### config.mk
export PLATFORM = sky130hd
export DESIGN_NAME = cau_front
export DESIGN_NICKNAME = d
export VERILOG_FILES = /design/src/cau_pkg.sv /design/src/cau_front.sv
export SDC_FILE = /design/constraint.sdc
export NUM_CORES = 1
export LEC_CHECK = 0
export ABC_CLOCK_PERIOD_IN_PS = 7690
export BUFFER_PORTS_ARGS = -buffer_cell sky130_fd_sc_hd__buf_2
export CAP_MARGIN = 20
export CORE_AREA = 2 2 192 119
export CTS_BUF_LIST = sky130_fd_sc_hd__clkbuf_4 sky130_fd_sc_hd__clkbuf_8 sky130_fd_sc_hd__clkbuf_16
export DETAILED_ROUTE_END_ITERATION = 8
export DIE_AREA = 0 0 194 121
export MAX_ROUTING_LAYER = met4
export PLACE_DENSITY = 0.81
export SETUP_SLACK_MARGIN = 0.1
export SLEW_MARGIN = 20
export SYNTH_ARGS = -nofsm -noshare
export SYNTH_HDL_FRONTEND = slang
export SYNTH_SLANG_ARGS = --single-unit
### constraint.sdc
create_clock -name clk -period 7.69 [get_ports clk]
set_input_delay 1.538 -clock clk [delete_from_list [all_inputs] [get_ports clk]]
set_output_delay 1.538 -clock clk [all_outputs]
set_load 0.03 [all_outputs]
### src/cau_pkg.sv
// ----------------------------------------------------------------------------
// Complex arithmetic unit package
// Shared types, operation codes and status codes.
// ----------------------------------------------------------------------------
package cau_pkg;

  localparam int DataWidth = 32;
  localparam int FracBits  = 16;

  typedef enum logic [1:0] {
    FUNC_ADD = 2'd0,
    FUNC_SUB = 2'd1,
    FUNC_MUL = 2'd2,
    FUNC_DIV = 2'd3
  } func_t;

  typedef enum logic [1:0] {
    ST_OK   = 2'd0,
    ST_DIV0 = 2'd1,
    ST_SAT  = 2'd2
  } status_t;

  typedef struct packed {
    logic [1:0]         func;
    logic signed [31:0] a_re;
    logic signed [31:0] a_im;
    logic signed [31:0] b_re;
    logic signed [31:0] b_im;
  } in_item_t;

  typedef struct packed {
    logic signed [31:0] z_re;
    logic signed [31:0] z_im;
    logic [1:0]         status;
  } out_item_t;

endpackage

### src/cau_front.sv
// ----------------------------------------------------------------------------
// Complex arithmetic unit front end
// Accepts items and holds them in a short queue.
// ----------------------------------------------------------------------------
module cau_front import cau_pkg::*; (
  input  logic     clk,
  input  logic     rst_n,
  input  logic     in_valid,
  output logic     in_stall,
  input  in_item_t in_data,
  output logic     q_valid,
  input  logic     q_pop,
  output in_item_t q_data
);

  localparam int Depth = 2;

  in_item_t   mem_r [Depth];
  logic       wp_r, wp_nxt, rp_r, rp_nxt;
  logic [1:0] cnt_r, cnt_nxt;
  logic       push;

  // Queue control: accept while there is a free slot.
  assign in_stall = (cnt_r == 2'(Depth));
  assign push     = in_valid && !in_stall;
  assign q_valid  = (cnt_r != 2'd0);
  assign q_data   = mem_r[rp_r];

  always_comb begin
    wp_nxt  = push ? ~wp_r : wp_r;
    rp_nxt  = q_pop ? ~rp_r : rp_r;
    cnt_nxt = cnt_r + {1'b0, push} - {1'b0, q_pop};
  end

  always_ff @(posedge clk) begin
    if (!rst_n) begin
      wp_r  <= 1'b0;
      rp_r  <= 1'b0;
      cnt_r <= 2'd0;
    end else begin
      wp_r  <= wp_nxt;
      rp_r  <= rp_nxt;
      cnt_r <= cnt_nxt;
    end
  end

  // Storage of queued items.
  always_ff @(posedge clk) begin
    if (push) mem_r[wp_r] <= in_data;
  end

`ifndef ASSERT_OFF
  a_no_pop_empty: assert property (@(posedge clk) disable iff (!rst_n)
    q_pop |-> q_valid) else $error("pop from empty queue");
  a_cnt_range: assert property (@(posedge clk) disable iff (!rst_n)
    cnt_r <= 2'(Depth)) else $error("queue count overflow");
  a_full_stall: assert property (@(posedge clk) disable iff (!rst_n)
    (cnt_r == 2'(Depth)) |-> in_stall) else $error("full queue not stalling");
`endif

endmodule

==> run metrics <==
pin count of the biggest net entering global routing=80; #FFs+latches synth=about 270; starting DRC count in detailed routing=259; RSZ-0062 raised after global routing=false; Crit-path slowest cell=dfxtp_4; Critical Path Stages=3; crit path buf inv count=2; post-DP HPWL=about 12,000 um; clk sinks=265; synth warn=0; first-pass GRT wire length=27,800 um; kind of cell adding the most delay to the critical path=buffers and inverters; Root Driver=clkbuf_16; worst reg-to-reg setup slack=between 5 and 6 ns; Port Buf Inserts=265; Via density=between 4 and 5; Max H-tree Level=1; Yosys cell types=17; GRT overflow=0; setup TNS=0 ns; DR WL/cell=18.2 um; Worst R2R End=mem_r[1][112]; Tcrit/Tclk final=about 57%; Setup crit start kind=flip-flop; Worst Setup EP=q_data[4]; Total GRT Usage=15.6%; first-pass iteration count of the detailed router=4; fill count=1,724; Worst Path Arrival=around 2.9 ns; DRT antenna net count=0; crit path max fanout=66; # DRC=0; reg2reg start=cnt_r[0]; outcome=complete, no violations; min Tclk post-route=between 4 and 5 ns; final wirelength=between 15,000 and 20,000 um; maximum VDD drop=roughly 0.19 mV; Worst-path clk slew=0.06 ns; vias=roughly 5,000; worst setup slack after layout=about 3.3 ns; Post-CTS Resized=0; final setup fails=0; area of placed instances=between 10,000 and 15,000 sq um; nets=approximately 850; Critical Path End Type=output pin; share of layout cells above drive strength 1=between 60% and 70%; Mapped Avg Cell Area=between 20 and 25 sq um; CP Cell Sequence=buf_4 -> mux2_2 -> buf_2; initial antenna violation count=3; critical path type=flip-flop to output pin; dpl ws=around 3.7 ns; leakage=about 4.5 nW; Die ar.=~23,000 sq um; Synth top area share=around 81%; placeable core region=between 20,000 and 25,000 sq um; vias in the first global route=5,004; design area=between 10,000 and 15,000 sq um; Die Wd=~190 um; Max Cap Viol=0; DP Cell Count=slightly below 1,000; row cnt=42; Initial Util=around 44%; mapped cell area=roughly 9600 sq um; R2R cell count=3; sequential area share after synthesis=82.1%; total CTS buffers=25; slowest stage delay, CP=0.90 ns; area leader, netlist=edfxtp_1; Layout Cells excl Fill=1,016; hold crit path type=flip-flop to flip-flop; CP required=~6 ns; worst-skew pair later-pin latency=0.50 ns; Fin. Hold Viols=0; Tightest Pin Transition=1.09 ns; Final GP Congestion=~0.77; Longest Clk Path Bufs=3; syn nets=565; post-CTS setup buffers=0; IO Pins=around 270; total chip power=3.84 mW; Mapped Cells=429; die height=around 120 um; Fin Clk Skew=~0.0063 ns; highest clock rate=~230 MHz; area delta synth->final=24.7%; P per Cell Area=around 320 nW/um^2; Slew headroom=27.6%; hold_buf cts=0; top post-synthesis cells by area=edfxtp_1 (81%), mux2_2 (15%), buf_6 (1.2%); Final Slew Violations=0; CTS tree=done
-- per-layer routing --
layer	vias to the layer above	part of all wire, %	GRT usage [%]
met5	-	0	-
met1	2405	44	21.0
li1	2263	-	-
met3	23	8.8	5.17
met2	193	46	23.4
met4	0	1.6	3.03
-- Yosys cell counts, drive strengths merged --
library cell    n
buf            14
and3            1
ha              2
or2             1
mux2          130
nor2            4
xor2            1
xnor2           2
nand2b          2
inv             3
and2            1
nand2           2
dfxtp           5
edfxtp        260
mux2i           1
-- cells by family (layout without fill, tap and decap cells) --
kind of cell | count (synthesis) | in the layout | share of synthesized area [%]
fa+ha+maj | 2 | 2 | 0.260
mux | 131 | 131 | 15.3
buf+inv | 17 | 315 | 1.52
simple gates | 11 | 11 | 0.559
xor+xnor | 3 | 3 | 0.273
other cells | 0 | 3 | 0
flops | 265 | 265 | 82.1
-- final cells by class --
| type | instances | area (sq um) | share of cell area (%) |
|---|---|---|---|
| Timing Repair Buffer | 269 | 1360 | 11.3 |
| Clock inverter | 12 | 109 | 0.906 |
| Antenna cell | 3 | 7.51 | 0.0625 |
| Multi-Input combinational cell | 147 | 1590 | 13.2 |
| Tap cell | 286 | 358 | 2.98 |
| Clock buffer | 31 | 671 | 5.58 |
| Inverter | 3 | 11.3 | 0.0937 |
| Sequential cell | 265 | 7910 | 65.8 |
-- registers in the layout (all words and copies together), names as in the netlist, named ones only --
signal,flops
wp_r,1
rp_r,1
mem_r,260
cnt_r,2
-- worst min-delay path by stage --
stage / to / start / cells past startpoint
floorplan: wp_r / wp_r / 2
global placement: rp_r / rp_r / 2
detailed placement: flip-flop / rp_r / 2
CTS: wp_r / wp_r / 2
global route: wp_r / wp_r / 2
finish: flip-flop / rp_r / 2
-- power breakdown --
group          internal (mW)  switching (mW)
registers               1.84          0.0591
logic                  0.244           0.527
clock network          0.684           0.491
total                   2.76            1.08
-- tightest hold or removal path: stages (launching register included) --
cell and delay [ns]:
dfxtp_1 0.32, xnor2_1 0.09, nor2_1 0.08
-- cells in the final DEF, fill, tap and decap left out, types with 3 or more instances in the layout --
cell type and n:
nor2_1 3, clkbuf_16 25, clkbuf_4 6, inv_1 3, edfxtp_1 260, buf_4 4, mux2_2 130, dfxtp_1 4
clkinv_1 3, buf_2 265, diode_2 3, clkinv_2 6
-- through the flow --
step / util, % / hold slack [ns]
after floorplan: - / 0.466
after global placement: 51.9 / 0.496
after detailed placement: 51.9 / 0.519
after CTS: 55.5 / 0.535
after global routing: 55.5 / 0.572
final: 55.5 / 0.532
No activity file was read; power rests on OpenSTA's default activity.
